$ cat src/hdl/amou_pkg.sv
package amou_pkg;

	localparam int unsigned XLEN = 64;

	// funct5 operation codes
	localparam logic [4:0] OP_ADD  = 5'd0;
	localparam logic [4:0] OP_SWAP = 5'd1;
	localparam logic [4:0] OP_LR   = 5'd2;
	localparam logic [4:0] OP_SC   = 5'd3;
	localparam logic [4:0] OP_XOR  = 5'd4;
	localparam logic [4:0] OP_OR   = 5'd8;
	localparam logic [4:0] OP_AND  = 5'd12;
	localparam logic [4:0] OP_MIN  = 5'd16;
	localparam logic [4:0] OP_MAX  = 5'd20;
	localparam logic [4:0] OP_MINU = 5'd24;
	localparam logic [4:0] OP_MAXU = 5'd28;

	// funct3 width codes
	localparam logic [2:0] WID_WORD   = 3'd2;
	localparam logic [2:0] WID_DOUBLE = 3'd3;

	// trap codes
	localparam logic [2:0] TRAP_NONE        = 3'd0;
	localparam logic [2:0] TRAP_ILLEGAL     = 3'd1;
	localparam logic [2:0] TRAP_LD_MISALIGN = 3'd2;
	localparam logic [2:0] TRAP_ST_MISALIGN = 3'd3;
	localparam logic [2:0] TRAP_XLATE       = 3'd4;

	typedef struct packed {
		logic [2:0]      trap_kind;
		logic [XLEN-1:0] trap_value;
		logic            mem_write;
		logic            mem_write_double;
		logic [XLEN-1:0] mem_wdata;
		logic            rd_write;
		logic [XLEN-1:0] rd_value;
	} amou_result_t;

	// reservation update requested by one instruction
	typedef struct packed {
		logic set;
		logic clear;
		logic dbl;
	} amou_rsv_upd_t;

endpackage

$ cat src/hdl/amou_exec.sv
module amou_exec
	import amou_pkg::*;
#(
	parameter int unsigned PADDR_BITS = 56
) (
	input  logic [4:0]            req_type,
	input  logic [2:0]            width_code,
	input  logic [4:0]            src2_index,
	input  logic [31:0]           raw_instr,
	input  logic [XLEN-1:0]       virt_addr,
	input  logic                  xlate_ok,
	input  logic [PADDR_BITS-1:0] paddr,
	input  logic [XLEN-1:0]       mem_old,
	input  logic [XLEN-1:0]       src2_value,
	input  logic                  rsv_valid,
	input  logic [PADDR_BITS-1:0] rsv_addr,
	input  logic                  rsv_dbl,
	output amou_result_t          result,
	output amou_rsv_upd_t         rsv_upd
);

	localparam logic [PADDR_BITS-1:0] SZ_WORD   = PADDR_BITS'(4);
	localparam logic [PADDR_BITS-1:0] SZ_DOUBLE = PADDR_BITS'(8);

	logic            is_amo;
	logic            dbl;
	logic [XLEN-1:0] old_op;
	logic [XLEN-1:0] rhs_op;
	logic [XLEN-1:0] sign_mask;
	logic            old_lt;
	logic [XLEN-1:0] amo_val;
	logic [XLEN-1:0] old_sext;
	logic [XLEN-1:0] src2_word;
	logic            sc_match;
	logic [PADDR_BITS-1:0] my_size;
	logic [PADDR_BITS-1:0] rsv_size;
	logic [PADDR_BITS-1:0] diff_pr;
	logic [PADDR_BITS-1:0] diff_rp;
	logic            overlap;

	always_comb begin
		case (req_type)
			OP_ADD, OP_SWAP, OP_XOR, OP_OR, OP_AND,
			OP_MIN, OP_MAX, OP_MINU, OP_MAXU: is_amo = 1'b1;
			default: is_amo = 1'b0;
		endcase
	end

	assign dbl       = (width_code == WID_DOUBLE);
	assign src2_word = {32'b0, src2_value[31:0]};
	assign old_sext  = {{32{mem_old[31]}}, mem_old[31:0]};
	assign old_op    = dbl ? mem_old : {32'b0, mem_old[31:0]};
	assign rhs_op    = dbl ? src2_value : src2_word;

	// signed compares flip the top bit of the active width
	always_comb begin
		sign_mask = '0;
		if (req_type == OP_MIN || req_type == OP_MAX) begin
			if (dbl)
				sign_mask[XLEN-1] = 1'b1;
			else
				sign_mask[31] = 1'b1;
		end
	end

	assign old_lt = (old_op ^ sign_mask) < (rhs_op ^ sign_mask);

	always_comb begin
		case (req_type)
			OP_SWAP: amo_val = rhs_op;
			OP_ADD:  amo_val = old_op + rhs_op;
			OP_XOR:  amo_val = old_op ^ rhs_op;
			OP_AND:  amo_val = old_op & rhs_op;
			OP_OR:   amo_val = old_op | rhs_op;
			OP_MIN, OP_MINU: amo_val = old_lt ? old_op : rhs_op;
			default: amo_val = old_lt ? rhs_op : old_op;
		endcase
		if (!dbl)
			amo_val[XLEN-1:32] = '0;
	end

	assign sc_match = rsv_valid && (rsv_addr == paddr) && (rsv_dbl == dbl);

	// byte ranges [pa, pa+size) and [rsv, rsv+size) meet
	assign my_size  = dbl ? SZ_DOUBLE : SZ_WORD;
	assign rsv_size = rsv_dbl ? SZ_DOUBLE : SZ_WORD;
	assign diff_pr  = paddr - rsv_addr;
	assign diff_rp  = rsv_addr - paddr;
	assign overlap  = (paddr >= rsv_addr) ? (diff_pr < rsv_size) : (diff_rp < my_size);

	always_comb begin
		result  = '0;
		rsv_upd = '0;
		rsv_upd.dbl = dbl;
		if (!is_amo && req_type != OP_LR && req_type != OP_SC) begin
			result.trap_kind  = TRAP_ILLEGAL;
			result.trap_value = {32'b0, raw_instr};
		end else if (width_code != WID_WORD && width_code != WID_DOUBLE) begin
			result.trap_kind  = TRAP_ILLEGAL;
			result.trap_value = {32'b0, raw_instr};
		end else if (req_type == OP_LR && src2_index != 5'd0) begin
			result.trap_kind  = TRAP_ILLEGAL;
			result.trap_value = {32'b0, raw_instr};
		end else if ((virt_addr[1:0] != 2'b00) || (dbl && virt_addr[2])) begin
			result.trap_kind  = (req_type == OP_LR) ? TRAP_LD_MISALIGN : TRAP_ST_MISALIGN;
			result.trap_value = virt_addr;
		end else if (!xlate_ok) begin
			result.trap_kind  = TRAP_XLATE;
			result.trap_value = virt_addr;
		end else if (req_type == OP_LR) begin
			result.rd_write = 1'b1;
			result.rd_value = dbl ? mem_old : old_sext;
			rsv_upd.set     = 1'b1;
		end else if (req_type == OP_SC) begin
			result.rd_write = 1'b1;
			rsv_upd.clear   = 1'b1;
			if (sc_match) begin
				result.mem_write        = 1'b1;
				result.mem_write_double = dbl;
				result.mem_wdata        = dbl ? src2_value : src2_word;
			end else begin
				result.rd_value = XLEN'(1);
			end
		end else begin
			result.mem_write        = 1'b1;
			result.mem_write_double = dbl;
			result.mem_wdata        = amo_val;
			result.rd_write         = 1'b1;
			result.rd_value         = dbl ? mem_old : old_sext;
			rsv_upd.clear           = rsv_valid && overlap;
		end
	end

endmodule

$ cat src/hdl/atomic_memory_op_unit_core.sv
// an accepted beat is held in the input register, then in the result register that drives the outputs
// throughput: one instruction per cycle while out_stall is low, input register feeds result register
// the output register frees the input side while a result waits to be taken
// reservation is read and updated as an instruction moves into the result register
// reset clears both stage valids and the reservation; payload registers are not reset
module atomic_memory_op_unit_core
	import amou_pkg::*;
#(
	parameter int unsigned PADDR_BITS = 56
) (
	input  logic                  clk,
	input  logic                  arst_n,
	input  logic                  in_valid,
	output logic                  in_stall,
	input  logic [4:0]            req_type,
	input  logic [2:0]            width_code,
	input  logic [4:0]            src2_index,
	input  logic [31:0]           raw_instr,
	input  logic [XLEN-1:0]       virt_addr,
	input  logic                  xlate_ok,
	input  logic [PADDR_BITS-1:0] paddr,
	input  logic [XLEN-1:0]       mem_old,
	input  logic [XLEN-1:0]       src2_value,
	output logic                  out_valid,
	input  logic                  out_stall,
	output logic [2:0]            trap_kind,
	output logic [XLEN-1:0]       trap_value,
	output logic                  mem_write,
	output logic                  mem_write_double,
	output logic [XLEN-1:0]       mem_wdata,
	output logic                  rd_write,
	output logic [XLEN-1:0]       rd_value
);

	logic                  valid_s1;
	logic [4:0]            req_type_s1;
	logic [2:0]            width_code_s1;
	logic [4:0]            src2_index_s1;
	logic [31:0]           raw_instr_s1;
	logic [XLEN-1:0]       virt_addr_s1;
	logic                  xlate_ok_s1;
	logic [PADDR_BITS-1:0] paddr_s1;
	logic [XLEN-1:0]       mem_old_s1;
	logic [XLEN-1:0]       src2_value_s1;

	logic                  valid_s2;
	amou_result_t          res_s2;

	logic                  rsv_valid_q;
	logic [PADDR_BITS-1:0] rsv_addr_q;
	logic                  rsv_dbl_q;

	amou_result_t          res_d;
	amou_rsv_upd_t         rsv_upd;
	logic                  adv_s1;
	logic                  load_s1;

	assign adv_s1   = valid_s1 && (!valid_s2 || !out_stall);
	assign in_stall = valid_s1 && !adv_s1;
	assign load_s1  = in_valid && !in_stall;

	amou_exec #(
		.PADDR_BITS(PADDR_BITS)
	) u_exec (
		.req_type  (req_type_s1),
		.width_code(width_code_s1),
		.src2_index(src2_index_s1),
		.raw_instr (raw_instr_s1),
		.virt_addr (virt_addr_s1),
		.xlate_ok  (xlate_ok_s1),
		.paddr     (paddr_s1),
		.mem_old   (mem_old_s1),
		.src2_value(src2_value_s1),
		.rsv_valid (rsv_valid_q),
		.rsv_addr  (rsv_addr_q),
		.rsv_dbl   (rsv_dbl_q),
		.result    (res_d),
		.rsv_upd   (rsv_upd)
	);

	always_ff @(posedge clk or negedge arst_n) begin
		if (!arst_n) begin
			valid_s1 <= 1'b0;
		end else if (load_s1) begin
			valid_s1 <= 1'b1;
		end else if (adv_s1) begin
			valid_s1 <= 1'b0;
		end
	end

	always_ff @(posedge clk) begin
		if (load_s1) begin
			req_type_s1   <= req_type;
			width_code_s1 <= width_code;
			src2_index_s1 <= src2_index;
			raw_instr_s1  <= raw_instr;
			virt_addr_s1  <= virt_addr;
			xlate_ok_s1   <= xlate_ok;
			paddr_s1      <= paddr;
			mem_old_s1    <= mem_old;
			src2_value_s1 <= src2_value;
		end
	end

	always_ff @(posedge clk or negedge arst_n) begin
		if (!arst_n) begin
			valid_s2 <= 1'b0;
		end else if (adv_s1) begin
			valid_s2 <= 1'b1;
		end else if (!out_stall) begin
			valid_s2 <= 1'b0;
		end
	end

	always_ff @(posedge clk) begin
		if (adv_s1) begin
			res_s2 <= res_d;
		end
	end

	always_ff @(posedge clk or negedge arst_n) begin
		if (!arst_n) begin
			rsv_valid_q <= 1'b0;
			rsv_addr_q  <= '0;
			rsv_dbl_q   <= 1'b0;
		end else if (adv_s1) begin
			if (rsv_upd.set) begin
				rsv_valid_q <= 1'b1;
				rsv_addr_q  <= paddr_s1;
				rsv_dbl_q   <= rsv_upd.dbl;
			end else if (rsv_upd.clear) begin
				rsv_valid_q <= 1'b0;
			end
		end
	end

	assign out_valid        = valid_s2;
	assign trap_kind        = res_s2.trap_kind;
	assign trap_value       = res_s2.trap_value;
	assign mem_write        = res_s2.mem_write;
	assign mem_write_double = res_s2.mem_write_double;
	assign mem_wdata        = res_s2.mem_wdata;
	assign rd_write         = res_s2.rd_write;
	assign rd_value         = res_s2.rd_value;

	// a trapped instruction never writes memory
	a_trap_no_write: assert property (@(posedge clk) disable iff (!arst_n)
		out_valid && mem_write |-> trap_kind == TRAP_NONE)
		else $error("memory write on a trapped instruction");

	a_dbl_needs_write: assert property (@(posedge clk) disable iff (!arst_n)
		out_valid && mem_write_double |-> mem_write)
		else $error("doubleword flag without a write");

	// any sc that completes without a trap leaves no reservation behind
	a_sc_clears: assert property (@(posedge clk) disable iff (!arst_n)
		adv_s1 && req_type_s1 == OP_SC && res_d.trap_kind == TRAP_NONE |=> !rsv_valid_q)
		else $error("reservation survived an sc");

	a_lr_sets: assert property (@(posedge clk) disable iff (!arst_n)
		adv_s1 && req_type_s1 == OP_LR && res_d.trap_kind == TRAP_NONE
		|=> rsv_valid_q && rsv_addr_q == $past(paddr_s1))
		else $error("lr did not set the reservation");

	a_stall_only_full: assert property (@(posedge clk) disable iff (!arst_n)
		in_stall |-> valid_s1 && valid_s2)
		else $error("input stalled with room in the pipe");

endmodule
$ cat config.mk
export PLATFORM = sky130hd
export DESIGN_NAME = atomic_memory_op_unit_core
export DESIGN_NICKNAME = d
export VERILOG_FILES = /design/src/hdl/amou_pkg.sv /design/src/hdl/amou_exec.sv /design/src/hdl/atomic_memory_op_unit_core.sv
export SDC_FILE = /design/constraint.sdc
export NUM_CORES = 1
export LEC_CHECK = 0
export BUFFER_PORTS_ARGS = -buffer_cell sky130_fd_sc_hd__buf_2
export CAP_MARGIN = 30
export CORE_MARGIN = 2
export CORE_UTILIZATION = 50
export DETAILED_ROUTE_END_ITERATION = 10
export MAX_ROUTING_LAYER = met4
export PLACE_DENSITY = 0.68
export SYNTH_ARGS = -nofsm -noshare
export SYNTH_HDL_FRONTEND = slang
export SYNTH_SLANG_ARGS = --single-unit
$ cat constraint.sdc
create_clock -name clk -period 24.1 [get_ports clk]
set_input_delay 3.615 -clock clk [delete_from_list [all_inputs] [get_ports clk]]
set_output_delay 3.615 -clock clk [all_outputs]
set_load 0.01 [all_outputs]
==> results, run 1 <==
- Across the run, the number of max-cap violations was 0.
- The initial antenna violation count came to 22.
- Walking the worst path, the cells encountered are buf_2, nand3_1, inv_1, buf_2.
- After synthesis the cells add up to roughly 37000 sq um.
- Of the total synthesized cell area, the portion taken by full adders, half adders and majority gates is 0.104.
- The power density relative to cell area is approximately 60 nW/um^2.
- The clock period could shrink to ~7.6 ns.
- Summing over every cut layer, the via total after detailed routing is about 33k.
- Of the synthesized area, sequential elements account for 0.443.
- At the worst endpoint, the required time is between 20 and 25 ns.
- In this run, synthesis inferred 492 flip-flops with an integrated enable.
- The startpoint of the worst register-to-register path is width_code_s1[2]$_DFFE_PP_.
- The final max-slew violation count is 0.
- Data arrives at the worst endpoint at 4.02 ns.
- Along the worst hold path, the cell count comes to 1.
- The count of non-filler cells in the finished layout is between 5k and 6k.
- On the worst path, the slowest cell contributes a delay of 0.13 ns.
- The cell-internal power is about 1800 uW.
- The half-perimeter wire length after detailed placement is approximately 94000 um.
- The startpoint of the worst hold path is valid_s1$_DFFE_PN0P_.
- After detailed routing, the number of vias per cell comes to between 6 and 7.
- The total of endpoints with negative setup slack in the final report is 0.
- The count of yosys warnings during synthesis is 0.
- The mean area per synthesized cell is 9.31 sq um.
- The number of failing hold endpoints at the final stage came to 0.
- The clock tree from TritonCTS is built.
- The path category of the worst min-delay check is flop to flop.
- The wire length of the first global-routing pass is ~190000 um.
- The largest vdd supply drop is between 0.06 and 0.07 mV.
- The overall fraction of global-route tracks in use is 0.338.
- Of the total synthesized cell area, the portion taken by AND, OR, NAND and NOR gates is 0.153.
- The effective utilization at floorplan is 0.505.
- The worst setup path is launched from an input port.
- In the final layout, the share of cells above drive strength 1 is 0.158.
- The mux cell area share after synthesis is 0.00748.
- The run finished with clean final reports.
- In the finished design, the share of the clock period the worst path needs comes to 0.317.
- The sequential cell fraction of total power is 0.451.
- The die outline area is between 70000 and 80000 sq um.
- In this run the top signal layer used is met4.
- The static leakage is 0.0181 uW.
- The number of DRC markers in iteration 0 is around 3.6k.
- The buffer levels on the longest clock path is 3.
- The later pin in the worst-skew pair is clocked with a latency of around 0.68 ns.
- Summed over all nets, wire length on met3 after detailed routing comes to roughly 10000 um.
- The cell that appears most often on the critical path is buf_2.
- The design draws 2540 uW.
- Dividing the detail-routed wire length by the instance count gives 24.2 um.
- In this run, post-CTS repair resized a total of 0 instances.
- The pin count of the biggest net entering global routing is 94.
- The register-to-register setup slack is between 15 and 20 ns.
- The top-level I/O count is roughly 500.
- The number of cell rows is 99.
- The number of global-route vias before repair is 30.7k.
- For this run, design rule violations remaining after detail routing come to 0.
- In this run the vertical extent of the chip is approximately 280 um.
- After detailed routing, the total wire length is approximately 130000 um.
- The capture instance of the worst register-to-register path is mem_wdata[61]$_SDFFCE_PP0P_.
- The timing-limited maximum frequency is 131 MHz.
- The area growth from synthesis to layout is 14.3%.
- Headroom to the max-slew limit came out at 0.196.
- The complex-gate fraction of the synthesized area is 0.215.
- The number of distinct standard cells referenced by the synthesized netlist is 97.
- For this design the total switching power over the nets is around 730 uW.
- In the synthesized netlist the dominant register cell turns out to be edfxtp_1.
- After synthesis, the most frequently instantiated cells are 492 x edfxtp_1, 486 x nand2_1, 365 x a21oi_1, 331 x o21ai_0, 315 x inv_1.
- The worst slack at placement is around 16 ns.
- The placeable core area is 72800 sq um.
- The number of cells produced by synthesis is ~4.0k.
- Setup repair after global routing left no endpoint under its margin.
- The met2 wire length is approximately 59000 um.
- Setup slack on the critical path of the routed design comes to about 16 ns.
- For this run, the detailed router's first-pass iteration total came to 6.
- The clock transition at the register clock pins on the worst setup and hold paths after CTS is approximately 0.060 ns.
- The share of flip-flops with an asynchronous set or reset is 0.108.
- Of the post-synthesis cell area, the dominant cell type holds 0.402.
- The number of nets in the synthesized netlist is roughly 4.6k.
- By area the synthesized netlist is led by edfxtp_1 40%, ha_1 10%, a21oi_1 5.0%, nand2_1 5.0%, o21ai_0 4.5%.
- The worst hold path terminates at out_valid$_DFFE_PN0P_.
- In this run the worst path has a maximum fanout of 3.
- CTS built an H-tree with a depth of 2.
- By area, the combinational part of the netlist is dominated by compound AO/OA/AOI/OAI gates.
- The startpoint-to-endpoint class of the critical path is input port to output pin.
- The part of the total power dissipated in combinational logic is 0.174.
- The worst setup path is captured at an output pin.
- The detail route stage leaves a number of antenna-violating nets equal to 0.
- The cell sitting at the root of the clock tree is a clkbuf_16.
- The final layout net count is roughly 4.9k.
- The post-synthesis share of cell area spent on xor and xnor gates is 0.0205.
- Of the total power, the share spent switching nets is 0.287.
- The count of hold-fix buffers inserted at cts is 0.
- For this design, the slowest cell found on the critical path is buf_2.
- After routing, the total negative slack on setup checks comes to 0 ns.
- Input and output buffers added on the ports amount to 497.
- The most repeated cell in the gate-level netlist after synthesis is edfxtp_1.
- On the final layout, the worst clock skew is around 0.061 ns.
- The part of the total power dissipated in the clock network is 0.375.
- Clock tree synthesis inserted a total of roughly 60 buffers.
- Measured along the x axis, the die boundary spans ~280 um.
- The met1 wire length is around 54000 um.
- The total congestion overflow after global routing is 0.
- The total setup buffers inserted after CTS is 0.
- For the worst flop-to-flop path, the logic depth is 17.
- The number of sinks driven by the clock tree is 553.
- Synthesis inferred between 500 and 600 register bits.
- For the pin with the worst max-slew slack, the measured transition is 1.21 ns.
- At the end of routability-driven placement, the weighted congestion stood at around 1.0.
- In this run, placement finished with an instance count of roughly 5.2k.
- The cell accounting for the most synthesized area is edfxtp_1.
- The worst-case hold slack is approximately 0.51 ns.
-- power by group through the flow --
stage | Sequential (uW) | Combinational, uW | Clock (uW)
floorplan | 1180 | 261 | 0
global placement | 1160 | 430 | 0
detailed placement | 1160 | 431 | 0
CTS | 1150 | 434 | 969
global route | 1150 | 478 | 1000
finish | 1150 | 441 | 952
-- flip-flops by register name, indices dropped and copies added (netlist names), 3 cells and up --
name / flops
mem_old_s1: 64
mem_wdata: 64
paddr_s1: 56
raw_instr_s1: 32
rd_value: 64
req_type_s1: 5
rsv_addr_q: 56
src2_index_s1: 5
src2_value_s1: 64
trap_kind: 3
trap_value: 64
virt_addr_s1: 64
width_code_s1: 3
-- placed cells by master (no fill, tap or decap), drive strengths merged, types with 14 or more instances in the layout --
master	count
a211oi	23
nand2b	25
buf	541
o22ai	18
nor4	62
o31ai	20
nand4	66
a22o	14
nand2	486
a21o	83
mux2i	23
o21bai	40
o221ai	24
dfrtp	60
a31oi	25
nor2	228
a222oi	18
a21oi	366
and2	18
o211ai	14
nand3	80
clkinv	14
or3	23
edfxtp	492
xor2	35
xnor2	51
a22oi	24
diode	18
a221oi	39
ha	303
inv	317
nor3	71
and3	48
o21a	67
nor2b	26
clkbuf	84
o21ai	335
-- how the worst max path moves through the flow --
stage / from / to / slack (ns)
after floorplan: out_stall / mem_old_s1[0]$_DFFE_PP_ / 12.97
after global placement: out_stall / in_stall / 16.47
after detailed placement: out_stall / in_stall / 16.47
after CTS: out_stall / in_stall / 16.47
after global routing: out_stall / in_stall / 16.43
final: out_stall / in_stall / 16.47
-- critical path: cells and delay by family --
kind,cells,cell delay (ns)
buffers and inverters,3,0.29
and+or+nand+nor,1,0.11
-- cells by family (layout without fill, tap and decap cells) --
logic type | count (synthesis) | in the layout
AOI/OAI and AO/OA | 1240 | 1240
xor gates and xnor gates | 86 | 86
DFF | 553 | 553
buffers and inverters | 547 | 967
adders and majority gates | 304 | 304
other | 0 | 18
and+or+nand+nor | 1193 | 1193
muxes | 27 | 27
-- metal layers --
metal / GRT usage / vias up
met4: 0.130 / 0
met3: 0.0516 / 256
li1: - / 15200
met5: - / -
met2: 0.524 / 1446
met1: 0.448 / 15700
-- final cells by class --
cell class,instances,area (sq um)
Antenna cell,18,45.0
Clock buffer,84,1650
Clock inverter,27,403
Fill cell,6551,30800
Inverter,315,1180
Multi-Input combinational cell,2850,18400
Sequential cell,553,16300
Tap cell,959,1200
Timing Repair Buffer,541,2820
-- stage by stage --
stage	util	instance area, sq um
after detailed placement	0.548	39900
after global routing	0.577	42000
after global placement	0.548	39900
after floorplan	-	36800
after CTS	0.577	42000
final	0.577	42000
(Power assumes the default switching activity.)
==> inputs of run 2 (changes only) <==
Clock period 24.1 ns to 7.3 ns, I/O delays scaled along.
==> results, run 2 (synthesis gave the netlist of run 1 again) <==
- The final max-slew violation count is 0 (unchanged).
- The sink of the worst hold path was out_valid$_DFFE_PN0P_ (unchanged).
- The clock period minus final worst setup slack is roughly 6.1 ns.
- The pin slew with the least headroom to its limit was 1.09 ns (was 1.21 ns).
- The worst-case hold slack is 0.501 ns (was 0.506 ns).
- The total number of H-tree levels is 2 (unchanged).
- The die extent in x is 275 um (unchanged).
- The number of DRC markers in iteration 0 is 3569 (was 3649).
- Status: finished, final reports clean (unchanged).
- Commonest non-fill, non-tap cells in the layout: 497 x buf_2, 492 x edfxtp_1, 485 x nand2_1 (was 498 x buf_2, 492 x edfxtp_1, 485 x nand2_1).
- The total negative slack for setup checks is 0 ns (unchanged).
- The critical path required time was 7.81 ns (was 20.48 ns).
- The clock tree from TritonCTS is built (unchanged).
- The largest vdd supply drop is 0.219 mV (was 0.0695 mV).
- The clock tree skew after final layout came to 0.0828 ns (was 0.0607 ns).
- The final worst slack was 1.18 ns (was 16.47 ns).
- The die outline area is 75800 sq um (unchanged).
- The clock latency of the later-clocked register in the worst-skew pair is 0.70 ns (was 0.68 ns).
- RSZ-0062 raised after global routing: false (unchanged).
- The max-cap violation count came to 0 (unchanged).
- The cell at the root of the clock tree was clkbuf_16 (unchanged).
- The routability congestion estimate from global placement is 0.999 (was 1.01).
- The worst-path cell with the longest stage delay is and3b_4 (was buf_2).
- The clock transition at the register clock pins on the worst setup and hold paths after CTS is 0.06 ns (about the same).
- The startpoint of the worst register-to-register path is width_code_s1[2]$_DFFE_PP_ (unchanged).
- The total congestion overflow after global routing is 0 (unchanged).
- The depth of the worst register-to-register path is 15 (was 17).
- The startpoint-to-endpoint class of the critical path is flop to flop (was input port to output pin).
- The number of routed nets with antenna violations is 0 (unchanged).
- The count of buffer and inverter cells on the critical path was 1 (was 3).
- Critical path cell sequence: and3b_4, nand2_1, ha_1, inv_1, a2111oi_0, a21oi_1, a221o_1, a211oi_1, nand3_1, a21boi_4, and2_1, nor2_1, a21oi_2, a21oi_1, nor2_1 (was buf_2, nand3_1, inv_1, buf_2).
- The number of cell rows is 99 (unchanged).
- The capture instance of the worst register-to-register path is mem_wdata[20]$_SDFFCE_PP0P_ (was mem_wdata[61]$_SDFFCE_PP0P_).
- The number of failing hold endpoints at the final stage is 0 (unchanged).
- The startpoint of the worst hold path was valid_s1$_DFFE_PN0P_ (unchanged).
- The category of cells accounting for the largest share of critical-path delay is compound AO/OA/AOI/OAI gates (was buffers and inverters).
- The static leakage is 0.0182 uW (was 0.0181 uW).
- The biggest cell delay along the critical path is 0.85 ns (was 0.13 ns).
- The post-CTS resize count is 0 (unchanged).
- The final routed wirelength across all metal layers came to 132000 um (was 129000 um).
- The number of cells on the worst hold path came to 1 (unchanged).
- The effective utilization at floorplan is 0.505 (unchanged).
- The half-perimeter wire length after detailed placement is 96600 um (was 94400 um).
- The worst slew margin relative to its limit came to 0.252 (was 0.196).
- The routed wirelength normalized by instance count was 24.6 um (was 24.2 um).
- The largest fanout on the critical path is 49 (was 3).
- The die height is 275 um (unchanged).
- The total setup buffers inserted after CTS was 0 (unchanged).
- The path category of the worst min-delay check is flop to flop (unchanged).
- The number of DRC violations after detailed routing was 0 (unchanged).
- The endpoint class of the critical path is a flop (was output pin).
- The buffer levels on the longest clock path was 3 (unchanged).
- The pin count of the biggest net entering global routing is 165 (was 94).
- The port buffer count came to 497 (unchanged).
- The register-to-register setup slack was 1.18 ns (was 17.10 ns).
- Dividing the final minimum period by the clock period gives 0.838.
- The launching element type of the critical path is a flop (was input port).
- The overall fraction of global-route tracks in use is 0.345 (was 0.338).
- The total of endpoints with negative setup slack in the final report is 0 (unchanged).
- The area growth from synthesis to layout is 15.0% (was 14.3%).
- The total clock buffers created by CTS is 61 (was 59).
- The number of sinks driven by the clock tree is 553 (unchanged).
- The first-pass iteration count of the detailed router was 9 (was 6).
- The wire length of the first global-routing pass came to 192000 um (was 190000 um).
- The final layout net count is 4925 (was 4922).
- The worst slack at placement is 1.33 ns (was 16.47 ns).
- The most common cell after layout, fill and taps aside is buf_2 (unchanged).
- Timing would allow up to between 150 and 200 MHz.
- The data arrival time of the worst path is 6.63 ns (was 4.02 ns).
- The initial antenna violation count is 21 (was 22).
- The count of hold-fix buffers inserted at cts is 0 (unchanged).
- The placeable core area is 72800 sq um (unchanged).
- The share of final-layout standard cells stronger than drive strength 1 came to 0.160 (was 0.158).
- The top-level I/O count is 498 (unchanged).
- The power density relative to cell area is 205 nW/um^2 (was 60.4 nW/um^2).
- The detail-routed via count per cell came to 6.16 (was 6.10).
- The number of global-route vias before repair was 30.8k (was 30.7k).
- The via count came to 33.0k (was 32.6k).
==> run 2: layout make-up <==
class	count	area [sq um]
inverters	315	1180
repair buffers	542	2890
multi-input cells	2850	18400
diodes	19	47.5
fillers	6471	30500
well taps	959	1200
clock buffers	71	1570
flip-flops and latches	553	16300
clock inverters	43	668
==> run 2: worst max-delay path by stage <==
stage | start | end | slack (ns) | cells past startpoint
6_report | width_code_s1[2]$_DFFE_PP_ | mem_wdata[20]$_SDFFCE_PP0P_ | 1.18 | 15
5_1_grt | width_code_s1[2]$_DFFE_PP_ | mem_wdata[23]$_SDFFCE_PP0P_ | 0.92 | 15
4_1_cts | width_code_s1[2]$_DFFE_PP_ | mem_wdata[23]$_SDFFCE_PP0P_ | 1.28 | 15
3_5_place_dp | width_code_s1[2]$_DFFE_PP_ | mem_wdata[23]$_SDFFCE_PP0P_ | 1.33 | 15
3_3_place_gp | width_code_s1[2]$_DFFE_PP_ | mem_wdata[23]$_SDFFCE_PP0P_ | 1.50 | 15
2_1_floorplan | out_stall | rsv_valid_q$_DFFE_PN0P_ | 1.78 | 11
==> run 2: where the power goes <==
group	switching (uW)	internal, uW	total [uW]
sequential	119	3680	3790
clock	1360	2050	3420
combinational	981	479	1460
==> run 2: through the flow <==
step	instances	power, uW	util	instance area, sq um
floorplan	3950	4730	-	36800
global placement	5217	5270	0.549	40000
detailed placement	5218	5280	0.549	40000
CTS	5332	8690	0.580	42200
global route	5352	8970	0.581	42300
finish	5352	8670	0.581	42300
==> run 2: metal layers <==
metal,wire (um),GRT usage,vias to the layer above
met2,61300,0.537,1558
met5,0,-,-
met4,4670,0.115,0
met3,10500,0.0500,242
li1,-,-,15200
met1,55400,0.463,16000
==> run 2: worst register-to-register path, cell delays in order (launching register included) <==
cell       delay, ns
edfxtp_1        0.38
and3b_4         0.85
nand2_1         0.31
ha_1            0.55
inv_1           0.07
a2111oi_0       0.48
a21oi_1         0.18
a221o_1         0.38
a211oi_1        0.23
nand3_1         0.20
a21boi_4        0.47
and2_1          0.66
nor2_1          0.21
a21oi_2         0.67
a21oi_1         0.17
nor2_1          0.14
